$ cat src/rtl/datp_pkg.sv
// Shared types, codes and helpers for the device attribute TLV parser.
// No dependencies; the parser, the result buffer and the top level import this package.
package datp_pkg;

    // Input command codes
    localparam logic [1:0] CMD_START = 2'd0;
    localparam logic [1:0] CMD_DATA  = 2'd1;
    localparam logic [1:0] CMD_END   = 2'd2;

    // Result kinds
    localparam logic [1:0] KIND_PAYLOAD = 2'd0;
    localparam logic [1:0] KIND_ATTR    = 2'd1;
    localparam logic [1:0] KIND_STATUS  = 2'd2;

    // Status codes
    localparam logic STATUS_OK       = 1'b0;
    localparam logic STATUS_NO_DATA  = 1'b1;

    // Attribute type codes
    localparam logic [7:0] TYPE_VSTR  = 8'd1;
    localparam logic [7:0] TYPE_UINT  = 8'd2;
    localparam logic [7:0] TYPE_INT   = 8'd3;
    localparam logic [7:0] TYPE_FLOAT = 8'd4;
    localparam logic [7:0] TYPE_OCTET = 8'd5;
    localparam logic [7:0] TYPE_BITS  = 8'd6;
    localparam logic [7:0] TYPE_TIME  = 8'd7;
    localparam logic [7:0] TYPE_UNI   = 8'd8;
    localparam logic [7:0] TYPE_LIST  = 8'd254;
    localparam logic [7:0] TYPE_XLIST = 8'd255;

    // Attribute classes
    localparam logic [3:0] CLS_VSTR  = 4'd0;
    localparam logic [3:0] CLS_UINT  = 4'd1;
    localparam logic [3:0] CLS_INT   = 4'd2;
    localparam logic [3:0] CLS_FLOAT = 4'd3;
    localparam logic [3:0] CLS_OCTET = 4'd4;
    localparam logic [3:0] CLS_BITS  = 4'd5;
    localparam logic [3:0] CLS_TIME  = 4'd6;
    localparam logic [3:0] CLS_UNI   = 4'd7;
    localparam logic [3:0] CLS_LIST  = 4'd8;
    localparam logic [3:0] CLS_XLIST = 4'd9;

    // Payload lengths with a defined value decoding
    localparam logic [7:0] LEN_1 = 8'd1;
    localparam logic [7:0] LEN_2 = 8'd2;
    localparam logic [7:0] LEN_4 = 8'd4;
    localparam logic [7:0] LEN_6 = 8'd6;
    localparam logic [7:0] LEN_8 = 8'd8;

    // Most results one input item can cause
    localparam int MAX_RESULTS = 3;

    typedef struct packed {
        logic [1:0]         kind;
        logic [7:0]         set_index;
        logic [7:0]         variation_out;
        logic [3:0]         attr_class;
        logic [7:0]         payload_out;
        logic [31:0]        unsigned_value;
        logic signed [31:0] signed_value;
        logic [63:0]        float_bits;
        logic               float_is_double;
        logic [47:0]        time_value;
        logic               status;
        logic               last;
    } result_t;

    // Results caused by one accepted item, in delivery order
    typedef struct packed {
        logic [1:0]                       count;
        result_t [MAX_RESULTS-1:0]        res;
    } bundle_t;

    function automatic logic [3:0] class_of(input logic [7:0] t);
        logic [3:0] c;
        case (t)
            TYPE_VSTR:  c = CLS_VSTR;
            TYPE_UINT:  c = CLS_UINT;
            TYPE_INT:   c = CLS_INT;
            TYPE_FLOAT: c = CLS_FLOAT;
            TYPE_OCTET: c = CLS_OCTET;
            TYPE_BITS:  c = CLS_BITS;
            TYPE_TIME:  c = CLS_TIME;
            TYPE_UNI:   c = CLS_UNI;
            TYPE_LIST:  c = CLS_LIST;
            TYPE_XLIST: c = CLS_XLIST;
            default:    c = CLS_OCTET;
        endcase
        return c;
    endfunction

endpackage

$ cat src/rtl/datp_if.sv
// Valid/ready channel interfaces for the TLV parser input and result items.
// Does not import datp_pkg; payload is plain logic.
interface datp_in_if;
    logic        valid;
    logic        ready;
    logic [1:0]  cmd;
    logic [7:0]  data_byte;
    logic [15:0] range_start;
    logic [15:0] range_stop;
    logic [7:0]  variation;

    modport source (output valid, cmd, data_byte, range_start, range_stop, variation,
                    input ready);
    modport sink   (input valid, cmd, data_byte, range_start, range_stop, variation,
                    output ready);
endinterface

interface datp_out_if;
    logic               valid;
    logic               ready;
    logic [1:0]         kind;
    logic [7:0]         set_index;
    logic [7:0]         variation_out;
    logic [3:0]         attr_class;
    logic [7:0]         payload_out;
    logic [31:0]        unsigned_value;
    logic signed [31:0] signed_value;
    logic [63:0]        float_bits;
    logic               float_is_double;
    logic [47:0]        time_value;
    logic               status;
    logic               last;

    modport source (output valid, kind, set_index, variation_out, attr_class, payload_out,
                    unsigned_value, signed_value, float_bits, float_is_double,
                    time_value, status, last,
                    input ready);
    modport sink   (input valid, kind, set_index, variation_out, attr_class, payload_out,
                    unsigned_value, signed_value, float_bits, float_is_double,
                    time_value, status, last,
                    output ready);
endinterface

$ cat src/rtl/datp_parser.sv
// Parser state registers and the one-step TLV decode that forms a result bundle.
// Depends on datp_pkg and datp_in_if.
module datp_parser
    import datp_pkg::*;
(
    input  logic          clk,
    input  logic          rst_n,
    datp_in_if.sink       din,
    input  logic          can_load,
    output logic          load,
    output bundle_t       bundle
);

    localparam logic [1:0] PH_IDLE = 2'd0;
    localparam logic [1:0] PH_TYPE = 2'd1;
    localparam logic [1:0] PH_LEN  = 2'd2;
    localparam logic [1:0] PH_PAY  = 2'd3;

    logic [1:0]  phase_reg,     phase_next;
    logic [7:0]  type_reg,      type_next;
    logic [7:0]  len_reg,       len_next;
    logic [7:0]  seen_reg,      seen_next;
    logic [63:0] acc_reg,       acc_next;
    logic [16:0] left_reg,      left_next;
    logic [7:0]  set_reg,       set_next;
    logic [7:0]  var_reg,       var_next;

    logic        do_finish;
    logic [7:0]  len_fin;
    logic [63:0] acc_fin;
    logic [63:0] acc_upd;
    logic [7:0]  seen_inc;
    logic [16:0] left_dec;
    logic [7:0]  var_cur;
    logic [1:0]  cnt;
    result_t [MAX_RESULTS-1:0] res;

    function automatic result_t attr_result(input logic [7:0] set, input logic [7:0] vr,
                                            input logic [7:0] t, input logic [7:0] len,
                                            input logic [63:0] a);
        result_t r;
        r = '0;
        r.kind          = KIND_ATTR;
        r.set_index     = set;
        r.variation_out = vr;
        r.attr_class    = class_of(t);
        case (t)
            TYPE_UINT:
            begin
                if (len == LEN_1)      r.unsigned_value = {24'd0, a[7:0]};
                else if (len == LEN_2) r.unsigned_value = {16'd0, a[15:0]};
                else if (len == LEN_4) r.unsigned_value = a[31:0];
            end
            TYPE_INT:
            begin
                if (len == LEN_1)      r.signed_value = {{24{a[7]}}, a[7:0]};
                else if (len == LEN_2) r.signed_value = {{16{a[15]}}, a[15:0]};
                else if (len == LEN_4) r.signed_value = a[31:0];
            end
            TYPE_FLOAT:
            begin
                if (len == LEN_4)
                begin
                    r.float_bits = {32'd0, a[31:0]};
                end
                else if (len == LEN_8)
                begin
                    r.float_bits      = a;
                    r.float_is_double = 1'b1;
                end
            end
            TYPE_TIME:
            begin
                if (len == LEN_6) r.time_value = a[47:0];
            end
            default:
            begin
                r.kind = KIND_ATTR;
            end
        endcase
        return r;
    endfunction

    function automatic result_t status_result(input logic [7:0] vr, input logic st);
        result_t r;
        r = '0;
        r.kind          = KIND_STATUS;
        r.variation_out = vr;
        r.status        = st;
        return r;
    endfunction

    assign din.ready = can_load;
    assign load      = din.valid && can_load;

    // Only the first eight payload bytes land in the accumulator
    assign acc_upd  = (seen_reg < LEN_8)
                      ? (acc_reg | ({56'd0, din.data_byte} << {seen_reg[2:0], 3'b000}))
                      : acc_reg;
    assign seen_inc = seen_reg + 8'd1;
    assign left_dec = (left_reg == 17'd0) ? 17'd0 : left_reg - 17'd1;
    assign var_cur  = (din.cmd == CMD_START) ? din.variation : var_reg;

    always_comb
    begin
        phase_next = phase_reg;
        type_next  = type_reg;
        len_next   = len_reg;
        seen_next  = seen_reg;
        acc_next   = acc_reg;
        left_next  = left_reg;
        set_next   = set_reg;
        var_next   = var_reg;
        do_finish  = 1'b0;
        len_fin    = len_reg;
        acc_fin    = acc_reg;
        cnt        = 2'd0;
        res        = '0;

        if (load)
        begin
            case (din.cmd)
                CMD_START:
                begin
                    var_next  = din.variation;
                    set_next  = din.range_start[7:0];
                    left_next = (din.range_stop >= din.range_start)
                                ? ({1'b0, din.range_stop} - {1'b0, din.range_start} + 17'd1)
                                : 17'd0;
                    type_next = 8'd0;
                    len_next  = 8'd0;
                    seen_next = 8'd0;
                    acc_next  = 64'd0;
                    if (din.range_stop < din.range_start)
                    begin
                        phase_next = PH_IDLE;
                        res[cnt]   = status_result(din.variation, STATUS_OK);
                        cnt        = cnt + 2'd1;
                    end
                    else
                    begin
                        phase_next = PH_TYPE;
                    end
                end
                CMD_DATA:
                begin
                    case (phase_reg)
                        PH_TYPE:
                        begin
                            type_next  = din.data_byte;
                            phase_next = PH_LEN;
                        end
                        PH_LEN:
                        begin
                            len_next  = din.data_byte;
                            seen_next = 8'd0;
                            acc_next  = 64'd0;
                            if (din.data_byte == 8'd0)
                            begin
                                do_finish = 1'b1;
                                len_fin   = 8'd0;
                                acc_fin   = 64'd0;
                            end
                            else
                            begin
                                phase_next = PH_PAY;
                            end
                        end
                        PH_PAY:
                        begin
                            res[cnt].kind          = KIND_PAYLOAD;
                            res[cnt].set_index     = set_reg;
                            res[cnt].variation_out = var_reg;
                            res[cnt].attr_class    = class_of(type_reg);
                            res[cnt].payload_out   = din.data_byte;
                            cnt       = cnt + 2'd1;
                            acc_next  = acc_upd;
                            seen_next = seen_inc;
                            if (seen_inc >= len_reg)
                            begin
                                do_finish = 1'b1;
                                acc_fin   = acc_upd;
                            end
                        end
                        default:
                        begin
                            phase_next = phase_reg;
                        end
                    endcase
                end
                CMD_END:
                begin
                    if (phase_reg != PH_IDLE)
                    begin
                        phase_next = PH_IDLE;
                        left_next  = 17'd0;
                        res[cnt]   = status_result(var_cur, STATUS_NO_DATA);
                        cnt        = cnt + 2'd1;
                    end
                end
                default:
                begin
                    phase_next = phase_reg;
                end
            endcase

            // Close the attribute; the last one of the header also reports status
            if (do_finish)
            begin
                res[cnt]  = attr_result(set_reg, var_reg, type_reg, len_fin, acc_fin);
                cnt       = cnt + 2'd1;
                set_next  = set_reg + 8'd1;
                left_next = left_dec;
                if (left_dec == 17'd0)
                begin
                    phase_next = PH_IDLE;
                    res[cnt]   = status_result(var_reg, STATUS_OK);
                    cnt        = cnt + 2'd1;
                end
                else
                begin
                    phase_next = PH_TYPE;
                end
            end

            for (int i = 0; i < MAX_RESULTS; i++)
            begin
                res[i].last = (cnt != 2'd0) && (i == int'(cnt) - 1);
            end
        end

        bundle.count = cnt;
        bundle.res   = res;
    end

    always_ff @(posedge clk or negedge rst_n)
    begin
        if (!rst_n)
        begin
            phase_reg <= PH_IDLE;
            type_reg  <= 8'd0;
            len_reg   <= 8'd0;
            seen_reg  <= 8'd0;
            acc_reg   <= 64'd0;
            left_reg  <= 17'd0;
            set_reg   <= 8'd0;
            var_reg   <= 8'd0;
        end
        else
        begin
            phase_reg <= phase_next;
            type_reg  <= type_next;
            len_reg   <= len_next;
            seen_reg  <= seen_next;
            acc_reg   <= acc_next;
            left_reg  <= left_next;
            set_reg   <= set_next;
            var_reg   <= var_next;
        end
    end

endmodule

$ cat src/rtl/datp_result_buf.sv
// Result register that holds one item's bundle and hands out one result per cycle while dout.ready is high.
// Depends on datp_pkg and datp_out_if.
module datp_result_buf
    import datp_pkg::*;
(
    input  logic          clk,
    input  logic          rst_n,
    input  logic          load,
    input  bundle_t       bundle,
    output logic          can_load,
    datp_out_if.source    dout
);

    logic [1:0]                count_reg;
    result_t [MAX_RESULTS-1:0] slot_reg;
    logic                      take;
    result_t                   head;

    assign take     = dout.valid && dout.ready;
    // Refill when empty or when the final held result leaves this cycle
    assign can_load = (count_reg == 2'd0) || ((count_reg == 2'd1) && dout.ready);
    assign head     = slot_reg[0];

    assign dout.valid           = (count_reg != 2'd0);
    assign dout.kind            = head.kind;
    assign dout.set_index       = head.set_index;
    assign dout.variation_out   = head.variation_out;
    assign dout.attr_class      = head.attr_class;
    assign dout.payload_out     = head.payload_out;
    assign dout.unsigned_value  = head.unsigned_value;
    assign dout.signed_value    = head.signed_value;
    assign dout.float_bits      = head.float_bits;
    assign dout.float_is_double = head.float_is_double;
    assign dout.time_value      = head.time_value;
    assign dout.status          = head.status;
    assign dout.last            = head.last;

    always_ff @(posedge clk or negedge rst_n)
    begin
        if (!rst_n)
        begin
            count_reg <= 2'd0;
        end
        else if (load)
        begin
            count_reg <= bundle.count;
        end
        else if (take)
        begin
            count_reg <= count_reg - 2'd1;
        end
    end

    always_ff @(posedge clk)
    begin
        if (load)
        begin
            slot_reg <= bundle.res;
        end
        else if (take)
        begin
            for (int i = 0; i < MAX_RESULTS - 1; i++)
            begin
                slot_reg[i] <= slot_reg[i+1];
            end
        end
    end

endmodule

$ cat src/rtl/device_attribute_tlv_parser_core.sv
// Top level of the device attribute TLV parser: parser stage plus result register.
// Depends on datp_pkg, datp_if.sv, datp_parser and datp_result_buf.
//
//   Channel  Dir  Handshake      Item
//   din      in   valid/ready    cmd, data_byte, range_start, range_stop, variation
//   dout     out  valid/ready    one result: kind, set_index, ... , status, last
//
// Flow: an accepted item is decoded in the cycle it is taken; its results (0 to 3)
// sit in the result register and leave one per cycle while dout.ready is high. A
// new item is taken every cycle while each causes at most one result and dout.ready
// is high; an item with more results holds din until its last result is leaving.
// Reset: rst_n clears the parser state to idle and empties the result register.
// Stalls: a low dout.ready holds the current result and blocks din once the
// register holds more than the result being taken.
module device_attribute_tlv_parser_core
    import datp_pkg::*;
(
    input  logic       clk,
    input  logic       rst_n,
    datp_in_if.sink    din,
    datp_out_if.source dout
);

    bundle_t bundle;
    logic    load;
    logic    can_load;

    // Decode the item against the header state and form its result bundle
    datp_parser u_parser (
        .clk      (clk),
        .rst_n    (rst_n),
        .din      (din),
        .can_load (can_load),
        .load     (load),
        .bundle   (bundle)
    );

    // Hold the bundle and advance it to the output one result at a time
    datp_result_buf u_result_buf (
        .clk      (clk),
        .rst_n    (rst_n),
        .load     (load),
        .bundle   (bundle),
        .can_load (can_load),
        .dout     (dout)
    );

endmodule
$ cat src/flat_wrapper.sv
// flat-port wrapper written by rule: the top's interface ports become plain ports
module device_attribute_tlv_parser_core_flat import datp_pkg::*;
  (clk, rst_n, din_valid, din_cmd, din_data_byte, din_range_start, din_range_stop, din_variation, din_ready, dout_valid, dout_kind, dout_set_index, dout_variation_out, dout_attr_class, dout_payload_out, dout_unsigned_value, dout_signed_value, dout_float_bits, dout_float_is_double, dout_time_value, dout_status, dout_last, dout_ready);
  datp_in_if din_i ();
  datp_out_if dout_i ();
  input  logic clk;
  input  logic rst_n;
  input wire logic [$bits(din_i.valid)-1:0] din_valid;
  input wire logic [$bits(din_i.cmd)-1:0] din_cmd;
  input wire logic [$bits(din_i.data_byte)-1:0] din_data_byte;
  input wire logic [$bits(din_i.range_start)-1:0] din_range_start;
  input wire logic [$bits(din_i.range_stop)-1:0] din_range_stop;
  input wire logic [$bits(din_i.variation)-1:0] din_variation;
  output wire logic [$bits(din_i.ready)-1:0] din_ready;
  output wire logic [$bits(dout_i.valid)-1:0] dout_valid;
  output wire logic [$bits(dout_i.kind)-1:0] dout_kind;
  output wire logic [$bits(dout_i.set_index)-1:0] dout_set_index;
  output wire logic [$bits(dout_i.variation_out)-1:0] dout_variation_out;
  output wire logic [$bits(dout_i.attr_class)-1:0] dout_attr_class;
  output wire logic [$bits(dout_i.payload_out)-1:0] dout_payload_out;
  output wire logic [$bits(dout_i.unsigned_value)-1:0] dout_unsigned_value;
  output wire logic [$bits(dout_i.signed_value)-1:0] dout_signed_value;
  output wire logic [$bits(dout_i.float_bits)-1:0] dout_float_bits;
  output wire logic [$bits(dout_i.float_is_double)-1:0] dout_float_is_double;
  output wire logic [$bits(dout_i.time_value)-1:0] dout_time_value;
  output wire logic [$bits(dout_i.status)-1:0] dout_status;
  output wire logic [$bits(dout_i.last)-1:0] dout_last;
  input wire logic [$bits(dout_i.ready)-1:0] dout_ready;
  assign din_i.valid = din_valid;
  assign din_i.cmd = din_cmd;
  assign din_i.data_byte = din_data_byte;
  assign din_i.range_start = din_range_start;
  assign din_i.range_stop = din_range_stop;
  assign din_i.variation = din_variation;
  assign din_ready = din_i.ready;
  assign dout_valid = dout_i.valid;
  assign dout_kind = dout_i.kind;
  assign dout_set_index = dout_i.set_index;
  assign dout_variation_out = dout_i.variation_out;
  assign dout_attr_class = dout_i.attr_class;
  assign dout_payload_out = dout_i.payload_out;
  assign dout_unsigned_value = dout_i.unsigned_value;
  assign dout_signed_value = dout_i.signed_value;
  assign dout_float_bits = dout_i.float_bits;
  assign dout_float_is_double = dout_i.float_is_double;
  assign dout_time_value = dout_i.time_value;
  assign dout_status = dout_i.status;
  assign dout_last = dout_i.last;
  assign dout_i.ready = dout_ready;
  device_attribute_tlv_parser_core u_core (.clk(clk), .rst_n(rst_n), .din(din_i), .dout(dout_i));
endmodule
$ cat config.mk
export PLATFORM = sky130hd
export DESIGN_NAME = device_attribute_tlv_parser_core_flat
export DESIGN_NICKNAME = d
export VERILOG_FILES = /design/src/rtl/datp_pkg.sv /design/src/rtl/datp_if.sv /design/src/rtl/datp_parser.sv /design/src/rtl/datp_result_buf.sv /design/src/rtl/device_attribute_tlv_parser_core.sv /design/src/flat_wrapper.sv
export SDC_FILE = /design/constraint.sdc
export NUM_CORES = 1
export LEC_CHECK = 0
export ABC_AREA = 1
export BUFFER_PORTS_ARGS = -buffer_cell sky130_fd_sc_hd__buf_4
export CELL_PAD_IN_SITES_DETAIL_PLACEMENT = 1
export CELL_PAD_IN_SITES_GLOBAL_PLACEMENT = 2
export CORE_UTILIZATION = 34
export CTS_CLUSTER_DIAMETER = 40
export DETAILED_ROUTE_END_ITERATION = 16
export PLACE_DENSITY_LB_ADDON = 0.1
export SLEW_MARGIN = 15
export SYNTH_ARGS = -nofsm -noshare
export SYNTH_HDL_FRONTEND = slang
export SYNTH_SLANG_ARGS = --single-unit
export TNS_END_PERCENT = 50
$ cat constraint.sdc
create_clock -name clk -period 9.5 [get_ports clk]
set_input_delay 1.425 -clock clk [delete_from_list [all_inputs] [get_ports clk]]
set_output_delay 1.425 -clock clk [all_outputs]
set_load 0.005 [all_outputs]
# --- Yosys cells after proc, flatten, opt, wreduce, memory -nomap -nowiden ---
# Cells that the tools add are included.
op_classes:
  bitwise: 1
  n_eq_ne: 28
  reduce_logical: 30
  order_cmp: 8
  shifts: 1
  mux: 89
  addsub: 9
ops:
  columns: ["op", "count"]
  rows:
  - ["627-bit bitwise mux", 2]
  - ["418-bit two-way mux", 3]
  - ["209-bit demux with 2-bit select", 2]
  - ["209-bit two-way mux", 4]
  - ["627-bit two-way mux", 1]
  - ["64-bit one-hot mux with 2 select lines", 3]
  - ["179-bit one-hot mux with 2 select lines", 1]
  - ["32-bit two-way mux", 11]
  - ["64-bit two-way mux", 5]
  - ["65-bit two-way mux", 4]
  - ["48-bit two-way mux", 4]
  - ["179-bit two-way mux", 1]
  - ["30-bit one-hot mux with 3 select lines", 1]
  - ["17-bit two-way mux", 4]
  - ["8-bit two-way mux", 8]
  - ["64-bit bitwise OR", 1]
  - ["8-bit one-hot mux with 2 select lines", 4]
  - ["8-bit by 6-bit << shifter with 64-bit output", 1]
  - ["8-bit by 3-bit == test with 1-bit output, second input constant", 5]
  - ["4-bit one-hot mux with 9 select lines", 1]
  - ["17-bit logical NOT", 2]
  - ["17-bit one-hot mux with 2 select lines", 1]
  - ["32-bit logical NOT", 1]
  - ["30-bit two-way mux", 1]
  - ["other kinds (44)", 95]
totals:
  reg_bits: 752
  elab_cells: 211

# --- Depth between registers and ports, before layout ---
# Gate-level depths: netlist (run 1).
logic_depth:
  ltp_word: 17
  mapped_depth: 22
  ltp_nobuf: 20

# --- Cells and area by module ---
# A second synthesis (run 1) with hierarchy kept.
hier_totals:
  cells_unflattened: 4581
  area_unflattened_um2: 40164.8
modules_own_cells:
  columns: ["mod", "seq_area_each_um2", "area_each_um2", "instances", "cells_each"]
  rows:
  - ["datp_result_buf", 18878.1, 25937.4, 1, 2202]
  - ["datp_parser", 3078.0, 14227.4, 1, 2379]

# --- Least setup slack after synthesis (run 1) ---
# OpenSTA, ideal clock, no wires.
synth_timing:
  path_type: "in2reg"
  from: "input port din_valid"
  to: "register u_core.u_result_buf.count_reg[1]"
  setup_ps: 200
  n_path_buf: 0
  slack_ps: -1090
  cell_stages: 5
  t_required_ps: 9300
  arrival_time_ps: 10391
  cell_sequence: "or2_2 > o21ai_0 > inv_1 > o21ai_0 > o21ai_0"
synth_between:
  elab_chain_len: 2
  word_cells_on_any_way: 3
synth_lines:
  columns: ["item", "line_no", "text"]
  rows:
  - ["from (decl)", "flat_wrapper.sv:8", "input wire logic [$bits(din_i.valid)-1:0] din_valid;"]
  - ["1-bit logical AND (*)", "datp_parser.sv:94", "assign load = din.valid && can_load;"]
  - ["2-bit two-way mux / 2-bit nonzero test (equally long branches)", null, null]
  - ["to (signal assigned)", "datp_result_buf.sv:46", "count_reg <= bundle.count;"]
  - ["to (signal assigned)", "datp_result_buf.sv:50", "count_reg <= count_reg - 2'd1;"]
  - ["to (decl)", "datp_result_buf.sv:14", "logic [1:0] count_reg;"]
# Every way passes the cells marked *; elsewhere a longest branch is shown, timed or not.
# A chain may end at the register's enable or synchronous reset.

# --- Worst setup path in the final report (run 1) ---
layout_timing:
  from: "register u_core.u_parser.seen_reg[0]"
  to: "register u_core.u_result_buf.slot_reg[351] in the netlist's numbering, data pin"
layout_between:
  elab_chain_len: 17
  word_cells_on_any_way: 24
layout_lines:
  columns: ["item", "line_no", "text"]
  rows:
  - ["from (decl)", "datp_parser.sv:22", "logic [7:0] seen_reg, seen_next;"]
  - ["from (signal assigned)", "datp_parser.sv:254", "seen_reg <= seen_next;"]
  - ["branches (longest 15 deep; another with 8-bit by 1-bit adder with 8-bit output)", null, null]
  - ["418-bit two-way mux (*)", "datp_parser.sv:208", "if (do_finish)"]
  - ["418-bit two-way mux (*)", "datp_result_buf.sv:56", "if (load)"]
  - ["to (signal assigned)", "datp_result_buf.sv:58", "slot_reg <= bundle.res;"]
  - ["to (signal, indexed assignment)", "datp_result_buf.sv:64", "slot_reg[i] <= slot_reg[i+1];"]
  - ["to (decl)", "datp_result_buf.sv:15", "result_t [MAX_RESULTS-1:0] slot_reg;"]
# Mark *: on every way between the ends. The select of a mux whose other input is x is not followed.

==> results of run 1 <==
[report_power, final]
part,switching (W),internal [W]
sequential,0.000500,0.00384
clock,0.00133,0.00237
combinational,0.00209,0.00111
[routing by layer]
metal	part of all wire	track usage	vias up	routed length, microns
li1	-	-	10201	-
met1	0.47	0.287	10596	41100
met2	0.47	0.337	451	41400
met3	0.043	0.0306	129	3800
met4	0.023	0.0611	0	1990
met5	0	0	-	0
[cell type report]
class | instances | area (sq um) | area share
well taps | 1070 | 1340 | 0.0404
inverters | 272 | 1030 | 0.0310
flip-flops and latches | 544 | 15700 | 0.474
repair buffers | 284 | 2140 | 0.0648
clock buffers | 117 | 2640 | 0.0797
clock inverters | 74 | 888 | 0.0268
multi-input cells | 1978 | 9370 | 0.283
[tightest hold or removal path: stages, from the launching register on]
cell and delay, ps:
edfxtp_1 320, nand2_1 50, nand2_1 50
[per-stage QoR]
| step | instances | power [W] |
|---|---|---|
| floorplan | 3142 | 0.00662 |
| global placement | 4148 | 0.00756 |
| detailed placement | 4148 | 0.00765 |
| CTS | 4339 | 0.0114 |
| global route | 4339 | 0.0119 |
| finish | 4339 | 0.0112 |
[cell families after synthesis]
| group | count (synthesis) | synth area share |
|---|---|---|
| AND/OR/NAND/NOR | 1519 | 0.221 |
| buffers and inverters | 620 | 0.115 |
| flip-flops | 544 | 0.556 |
| AO/OA/AOI/OAI | 371 | 0.0707 |
| adder cells (fa/ha/maj) | 62 | 0.0296 |
| XOR/XNOR | 26 | 0.00805 |
[final timing paths]
kind | endpoint
worst max register to register | u_core.u_result_buf.slot_reg[351]
max in group asynchronous | u_core.u_parser.acc_reg[16]
worst min register to register | u_core.u_result_buf.dout.float_bits[48]
min in group asynchronous | u_core.u_parser.left_reg[8]
worst max-delay path | u_core.u_result_buf.slot_reg[351]
worst min-delay path | u_core.u_result_buf.dout.float_bits[48]
[cell usage in the layout, fill, tap and decap left out, types with 4 or more instances in the layout]
cell,count
fa_1,8
a31oi_1,8
a21oi_1,106
o22ai_1,22
nand3_1,175
nand2_2,13
o21ai_1,63
clkbuf_1,13
dfrtp_1,125
clkinv_2,19
inv_1,258
a21oi_2,4
buf_4,283
nand4_1,20
clkinv_4,11
inv_2,11
nand3_2,8
nor2_1,353
xor2_1,24
o21ai_0,139
bufinv_16,13
o21ai_2,5
edfxtp_1,419
nor2_2,8
nor2_4,11
inv_6,10
nor4_1,6
nand2_1,884
o211ai_1,6
clkinvlp_4,9
ha_1,54
clkinv_1,8
clkbuf_16,103
nor3_1,30
==> results by group, run 1 <==
Setup path
  • Reg2Reg Launch Point: u_core.u_parser.seen_reg[0]
  • Worst Setup SP: u_core.u_parser.seen_reg[0]
  • Worst path top cell family by delay: simple AND/OR/NAND/NOR gates
  • CP endpoint kind: flop
  • R2R setup slack: 3570 ps
  • Critical path peak fanout: 60
  • Highest cell delay on the worst timing path: 690 ps
  • Most used cell, CP: nand2_2
  • Critical path cell sequence: nand2_1 -> nor2_1 -> nand3_1 -> nor2_1 -> nand2_1 -> xor2_1 -> inv_1 -> ha_1 -> a21oi_1 -> o21a_1 -> nand2_2 -> buf_4 -> nand2_2 -> nand2_2 -> nand2_2 -> nor2_4 -> inv_4 -> buf_4 -> nor2_1
  • Crit Path Category: flop to flop
  • Crit path DAT: 6310 ps
  • Worst r2r path cells: 19
  • Slowest CP cell: dfrtp_1
  • Critical path depth: 19
  • Startpoint types: flop
  • Buf/Inv on CP: 4
  • Critical path required time: 9880 ps

Synthesis
  • FF+latch count, synth: 544
  • Net count after synthesis: 3258
  • Mapped Cells: 3142
  • Netlist Area Pre-Place: 28300 sq um
  • Synth warn: 0
  • Avg Inst Size Synth: 9.00 sq um
  • Dominant synthesized flop cell: edfxtp_1
  • Commonest cells in the netlist: nand2_1, edfxtp_1, nor2_1
  • Distinct cells, synth: 46
  • Area leader, netlist: edfxtp_1
  • Register area share after synthesis: 0.556
  • Ys async rst share: 0.230
  • Synth top area share: 0.445
  • Area contributors post-synth: edfxtp_1, nand2_1, dfrtp_1
  • Cell with the most instances after synthesis: nand2_1
  • Post-synth EDFFs: 419

Pwr
  • Peak supply drop: 0.166 mV
  • Leak: 13.9 nW
  • P per Cell Area: 340 nW/um^2

Layout
  • Util after Layout: 0.403
  • Fraction of layout cells with a size suffix above 1: 0.162
  • Antenna diodes: 0
  • Max reg flops: 210
  • Final net count: 3299
  • Fillers: 9341
  • Final Cell Area: 33100 sq um
  • Area Overhead vs Synth: 17.1%

Routing
  • Routed vias: 21377
  • Post-DR vias/cell: 4.93
  • Drt pass-1 iters: 7
  • Post-Route WL: 88200 microns
  • # DRC: 0
  • Final ANT Viol Nets: 0
  • 1st-iter DRT viols: 1305
  • DR WL/cell: 20.3 microns

STA
  • Worst hold slack: 474 ps
  • Final hold violation count: 0
  • Clk_skew: 55.1 ps
  • Tmin final: 5930 ps
  • Final Max Slew Viols: 0
  • Tightest Pin Transition: 1240 ps
  • # setup viols final: 0
  • RSZ-0062 raised after global routing: no
  • Slew margin rel.: 0.168
  • Final cycle utilization of the critical path: 0.624
  • Max Freq: 169 MHz
  • Setup TNS: 0 ps
  • Setup WS post-layout: 3570 ps

Clock network
  • CTS tree: built
  • Sink Count: 544
  • Post-CTS Resized: 0
  • CTS buffer count: 103
  • Maximum clock insertion buffer count: 3
  • Hold_buf cts: 0
  • Clock transition at path regs: 50 ps
  • Root buffer cell: clkbuf_16
  • Worst-Skew Late Latency: 670 ps
  • H-Tree Depth: 3
  • Setup Buffers After CTS: 0

Worst hold path
  • Hold Startpoint: u_core.u_result_buf.slot_reg[308]
  • WHS Path Cells: 2
  • Tightest Hold Check Type: flop to flop

Global route
  • Congestion Overflow GR: 0
  • Global-route wire length before repair: 135000 microns
  • Antenna violations before repair: 0
  • Global-route usage over all layers: 0.208
  • Number of global-route vias before repair: 22195
  • Largest net degree at the start of global routing: 184

Die
  • # rows: 105
  • IO Pins: 265
  • Core ar.: 82200 sq um
  • Die X: 290 microns
  • Starting density of the core: 0.344
  • Die area: 84300 sq um
  • Die height: 290 microns

Place
  • Dpl cell area: 29600 sq um
  • Hpwl dp: 60800 microns
  • IO buf count: 264
  • Setup WS pre-CTS: 3500 ps
  • Gp weighted congestion: 0.854

Outcome
  • Outcome: completed

Flow run
  • Max cap viols: 0
No activity file was read; power rests on OpenSTA's default activity.
==> run 2, diff against run 1 <==
CORE_UTILIZATION = 37   (was 34)
clock period = 5.9 ns   (was 9.5 ns; I/O delays follow)
==> run 2 against run 1 <==
  * Sequential share of layout area down 0.20 points
  * Combinational power up 63%
  * Non-clock buffer count up 22
  * Cell count down 1.8%
  * Clock power up 61%
  * Clock skew up 6.5 ps
  * Largest cell class unchanged
  * Power up 61%
  * Wire length down 2.3%
  * Highest routed layer unchanged
  * Largest power group unchanged
==> results by group, run 2 (synthesis results as in run 1) <==
Setup path
  • Slowest CP cell: dfrtp_1
  • R2R setup slack: 1100 ps
  • Startpoint types: flop
  • FF-to-FF End: u_core.u_result_buf.slot_reg[352]
  • CP endpoint kind: flop
  • Critical path required time: 6290 ps
  • Critical path cell sequence: nand2_1 -> nor2_1 -> nand3_1 -> nor2_1 -> nand2_1 -> xor2_1 -> inv_1 -> ha_1 -> a21oi_1 -> o21a_1 -> nand2_2 -> nand2_2 -> nand2_2 -> nand2_2 -> nor2_4 -> inv_4 -> buf_12 -> nor2_1
  • Crit Path Category: flop to flop
  • Crit path DAT: 5190 ps
  • Critical path peak fanout: 39
  • Reg2Reg Launch Point: u_core.u_parser.seen_reg[0]
  • Worst r2r path cells: 18
  • Highest cell delay on the worst timing path: 700 ps
  • Worst path top cell family by delay: simple AND/OR/NAND/NOR gates
  • Most used cell, CP: nand2_2
  • Buf/Inv on CP: 3

Layout
  • Fraction of layout cells with a size suffix above 1: 0.168
  • Commonest cells after routing, fill and taps aside: nand2_1, edfxtp_1, nor2_1, buf_4, inv_1
  • Final net count: 3319
  • Area Overhead vs Synth: 17.6%
  • Most common cell after layout, fill and taps aside: nand2_1
  • Fillers: 8566
  • Multi-input gate area: 9370 sq um
  • Max reg flops: 210
  • Storage element area: 15700 sq um

Outcome
  • Outcome: completed

Die
  • IO Pins: 265
  • Die height: 278 microns
  • Die area: 77500 sq um
  • # rows: 100
  • Die X: 278 microns
  • Core ar.: 75100 sq um
  • Starting density of the core: 0.377

STA
  • Final cycle utilization of the critical path: 0.814
  • Clk_skew: 61.5 ps
  • RSZ-0062 raised after global routing: no
  • # setup viols final: 0
  • Setup WS post-layout: 1100 ps
  • Max Freq: 208 MHz
  • Final hold violation count: 0
  • Tmin final: 4800 ps
  • Setup TNS: 0 ps
  • Final Max Slew Viols: 0
  • Tightest Pin Transition: 1180 ps
  • Slew margin rel.: 0.205

Global route
  • Antenna violations before repair: 2
  • Congestion Overflow GR: 0
  • Global-route usage over all layers: 0.225
  • Largest net degree at the start of global routing: 195
  • Number of global-route vias before repair: 22506
  • Global-route wire length before repair: 135000 microns

Routing
  • Routed vias: 21432
  • DR WL/cell: 20.2 microns
  • Final ANT Viol Nets: 0
  • Drt pass-1 iters: 5
  • Post-Route WL: 86300 microns
  • Met2 WL: 40500 microns
  • DR top layer: met4
  • 1st-iter DRT viols: 1371
  • Met3 WL: 3400 microns
  • # DRC: 0
  • Post-DR vias/cell: 5.03
  • Met1 WL: 40900 microns

Clock network
  • Post-CTS Resized: 0
  • Clock transition at path regs: 60 ps
  • H-Tree Depth: 3
  • Setup Buffers After CTS: 0
  • CTS tree: built
  • Maximum clock insertion buffer count: 3
  • Sink Count: 544
  • Root buffer cell: clkbuf_16
  • Worst-Skew Late Latency: 670 ps
  • Hold_buf cts: 0
  • CTS buffer count: 101

Place
  • Setup WS pre-CTS: 1190 ps
  • IO buf count: 264
  • Hpwl dp: 60400 microns
  • Gp weighted congestion: 0.855

Worst hold path
  • Tightest Hold Check Type: primary input to async pin

Pwr
  • Combinational share of power: 0.287
  • P per Cell Area: 546 nW/um^2
  • Switching part of the total: 0.349
  • Sequential power share: 0.384
  • Clock group share of total power: 0.329
  • Pint: 0.0118 W
  • Peak supply drop: 0.288 mV
  • NetSw: 0.00634 W
  • Leak: 14.1 nW

Flow run
  • Max cap viols: 0
==> run 2: cell types whose count changed in the layout (fill, tap and decap cells not counted), sizes merged <==
| cell | delta |
|---|---|
| clkbuf | +7 |
| clkinv | -11 |
| bufinv | -2 |
| inv | +3 |
| buf | +22 |
| clkinvlp | +2 |
| diode | +2 |
==> run 2: through the flow <==
step / area (sq um) / utilization / power (W) / hold slack [ps] / std cells
after floorplan: 28300 / - / 0.0107 / 449 / 3142
after global placement: 29700 / 0.396 / 0.0122 / 466 / 4069
after detailed placement: 29700 / 0.396 / 0.0123 / 466 / 4069
after CTS: 33200 / 0.443 / 0.0184 / 277 / 4259
after global routing: 33300 / 0.443 / 0.0192 / 311 / 4261
final: 33300 / 0.443 / 0.0181 / 274 / 4261
==> run 2: worst max-delay path by stage <==
stage,startpoint,endpoint,slack (ps),depth (start not counted)
CTS,u_core.u_parser.seen_reg[0],u_core.u_result_buf.dout.float_bits[56],1160,18
detailed placement,u_core.u_parser.seen_reg[0],u_core.u_result_buf.slot_reg[362],1190,18
global placement,u_core.u_parser.seen_reg[0],u_core.u_result_buf.slot_reg[218],1340,18
floorplan,din_valid,u_core.u_result_buf.dout.attr_class[0],-1840,3
global route,u_core.u_parser.seen_reg[0],u_core.u_result_buf.dout.float_bits[58],710,19
finish,u_core.u_parser.seen_reg[0],u_core.u_result_buf.slot_reg[352],1100,18
==> run 2: layer usage <==
layer,track usage,vias to the layer above
li1,-,10240
met1,0.319,10661
met2,0.363,430
met3,0.0290,101
met4,0.0568,0
met5,0,-
==> run 2: area by class of cell <==
cell class | count | area share
sequential | 544 | 0.472
multi-input combinational | 1978 | 0.282
clock buffer | 124 | 0.0816
timing repair buffer | 306 | 0.0717
tap | 969 | 0.0365
inverter | 272 | 0.0309
clock inverter | 66 | 0.0251
antenna | 2 | 0.000151
==> run 2: power by group through the flow <==
stage	Sequential [W]	Combinational, W	Clock [W]
2_1_floorplan	0.00691	0.00376	0
3_3_place_gp	0.00700	0.00517	0
3_5_place_dp	0.00705	0.00528	0
4_1_cts	0.00701	0.00530	0.00608
5_1_grt	0.00715	0.00581	0.00625
6_report	0.00697	0.00521	0.00596
==> run 3, diff against run 2 <==
CORE_UTILIZATION = 34   (was 37)
clock period = 4.25 ns   (was 5.9 ns; I/O delays follow)
==> run 3 against run 2 <==
  * Critical path depth did not move
  * Utilization fell by 3.4 points
  * Sequential power rose by 38%
  * Register-to-register slack got worse by 650 ps
  * Fmax rose by 26%
  * Clock power rose by 38%
==> results by group, run 3 (synthesis results as in run 1) <==
Setup path
  • R2R setup slack: 450 ps
  • Worst r2r path cells: 18
  • Crit path capture: u_core.u_result_buf.slot_reg[353]
  • Worst Setup SP: u_core.u_parser.seen_reg[0]
  • Crit Path Category: flop to flop
  • CP endpoint kind: flop
  • Critical path cell sequence: buf_4 -> ha_1 -> nand3_1 -> nor2_1 -> nand2_1 -> xor2_1 -> inv_1 -> ha_1 -> nand2_1 -> o21a_1 -> nand2_2 -> nand2_2 -> nand2_2 -> nand2_2 -> nor2_4 -> inv_4 -> buf_12 -> nor2_1
  • Most used cell, CP: nand2_2
  • Highest cell delay on the worst timing path: 360 ps
  • Startpoint types: flop
  • Slowest CP cell: dfrtp_1
  • FF-to-FF End: u_core.u_result_buf.slot_reg[353]
  • Critical path required time: 4640 ps
  • Crit path DAT: 4190 ps
  • Critical path peak fanout: 62
  • Reg2Reg Launch Point: u_core.u_parser.seen_reg[0]

Layout
  • Final net count: 3355
  • Antenna diodes: 0
  • Final Cell Area: 33600 sq um
  • Commonest cells after routing, fill and taps aside: nand2_1, edfxtp_1, nor2_1, buf_4, inv_1
  • Fraction of layout cells with a size suffix above 1: 0.178
  • Util after Layout: 0.409
  • Most common cell after layout, fill and taps aside: nand2_1
  • Area Overhead vs Synth: 19.0%
  • Max reg flops: 210

Clock network
  • Clock transition at path regs: 50 ps
  • Post-CTS Resized: 0
  • CTS buffer count: 107
  • Maximum clock insertion buffer count: 3
  • Sink Count: 544
  • H-Tree Depth: 3
  • CTS tree: built
  • Worst-Skew Late Latency: 680 ps
  • Setup Buffers After CTS: 0
  • Hold_buf cts: 0
  • Root buffer cell: clkbuf_16

Outcome
  • Outcome: completed

Die
  • Die height: 290 microns
  • Die X: 290 microns
  • Die area: 84300 sq um
  • # rows: 105
  • IO Pins: 265
  • Core ar.: 82200 sq um
  • Starting density of the core: 0.344

Place
  • Gp weighted congestion: 0.854
  • Dpl cell area: 30100 sq um
  • IO buf count: 264
  • Setup WS pre-CTS: 468 ps
  • Hpwl dp: 61100 microns

Routing
  • DR WL/cell: 19.9 microns
  • Post-DR vias/cell: 4.86
  • Routed vias: 21409
  • # DRC: 0
  • Final ANT Viol Nets: 0
  • Post-Route WL: 87400 microns
  • Drt pass-1 iters: 5
  • 1st-iter DRT viols: 1186

STA
  • Max Freq: 263 MHz
  • Tmin final: 3800 ps
  • RSZ-0062 raised after global routing: no
  • Slew margin rel.: 0.217
  • Tightest Pin Transition: 1170 ps
  • Clk_skew: 41.2 ps
  • Final cycle utilization of the critical path: 0.894
  • Worst hold slack: 78.0 ps
  • Final hold violation count: 0
  • Final Max Slew Viols: 0
  • Setup WS post-layout: 450 ps
  • # setup viols final: 0
  • Setup TNS: 0 ps

Global route
  • Number of global-route vias before repair: 22492
  • Global-route usage over all layers: 0.207
  • Global-route wire length before repair: 135000 microns
  • Antenna violations before repair: 0
  • Largest net degree at the start of global routing: 175
  • Congestion Overflow GR: 0

Pwr
  • P per Cell Area: 752 nW/um^2
  • Leak: 14.2 nW
  • Peak supply drop: 0.785 mV

Flow run
  • Max cap viols: 0

Worst hold path
  • Tightest Hold Check Type: primary input to async pin
-- run 3: cell type report --
class / instances / area [sq um]
multi-input combinational: 1978 / 9380
tap: 1070 / 1340
clock buffer: 119 / 2770
fill: 9403 / 48600
timing repair buffer: 336 / 2610
inverter: 272 / 1030
sequential: 544 / 15700
clock inverter: 83 / 801
-- run 3: per-stage QoR --
step                      std cells  power (W)
final                          4402     0.0253
after global routing           4402     0.0268
after CTS                      4402     0.0257
after detailed placement       4200     0.0173
after global placement         4200     0.0171
after floorplan                3142     0.0141
-- run 3: worst min path at each step --
stage / start / depth (start not counted) / end
final: rst_n / 1 / u_core.u_parser.set_reg[5]
after floorplan: rst_n / 0 / u_core.u_parser.acc_reg[0]
after global placement: u_core.u_parser.acc_reg[59] / 2 / u_core.u_parser.acc_reg[59]
after CTS: rst_n / 1 / u_core.u_parser.set_reg[5]
after detailed placement: u_core.u_parser.left_reg[0] / 2 / u_core.u_parser.left_reg[0]
after global routing: rst_n / 1 / u_core.u_parser.set_reg[5]
-- run 3: power by group --
group	switching [W]	leakage [nW]	internal [W]
Clock	0.00305	1.70	0.00516
Sequential	0.00106	5.98	0.00858
Combinational	0.00477	6.55	0.00266
Total	0.00888	14.2	0.0164
-- run 3: critical path, delay by kind of cell, from the launching register on --
kind            cells  cell delay [ps]
simple gates       10             1290
compound gates      1              140
xor+xnor            1              200
flops               1              360
buf+inv             4              960
fa+ha+maj           2              510
-- run 3: layer usage --
| layer | track usage | up-vias | wire length, microns |
|---|---|---|---|
| met2 | 0.338 | 458 | 41300 |
| met5 | 0 | - | 0 |
| li1 | - | 10297 | - |
| met4 | 0.0595 | 0 | 1710 |
| met3 | 0.0310 | 111 | 3760 |
| met1 | 0.284 | 10543 | 40600 |
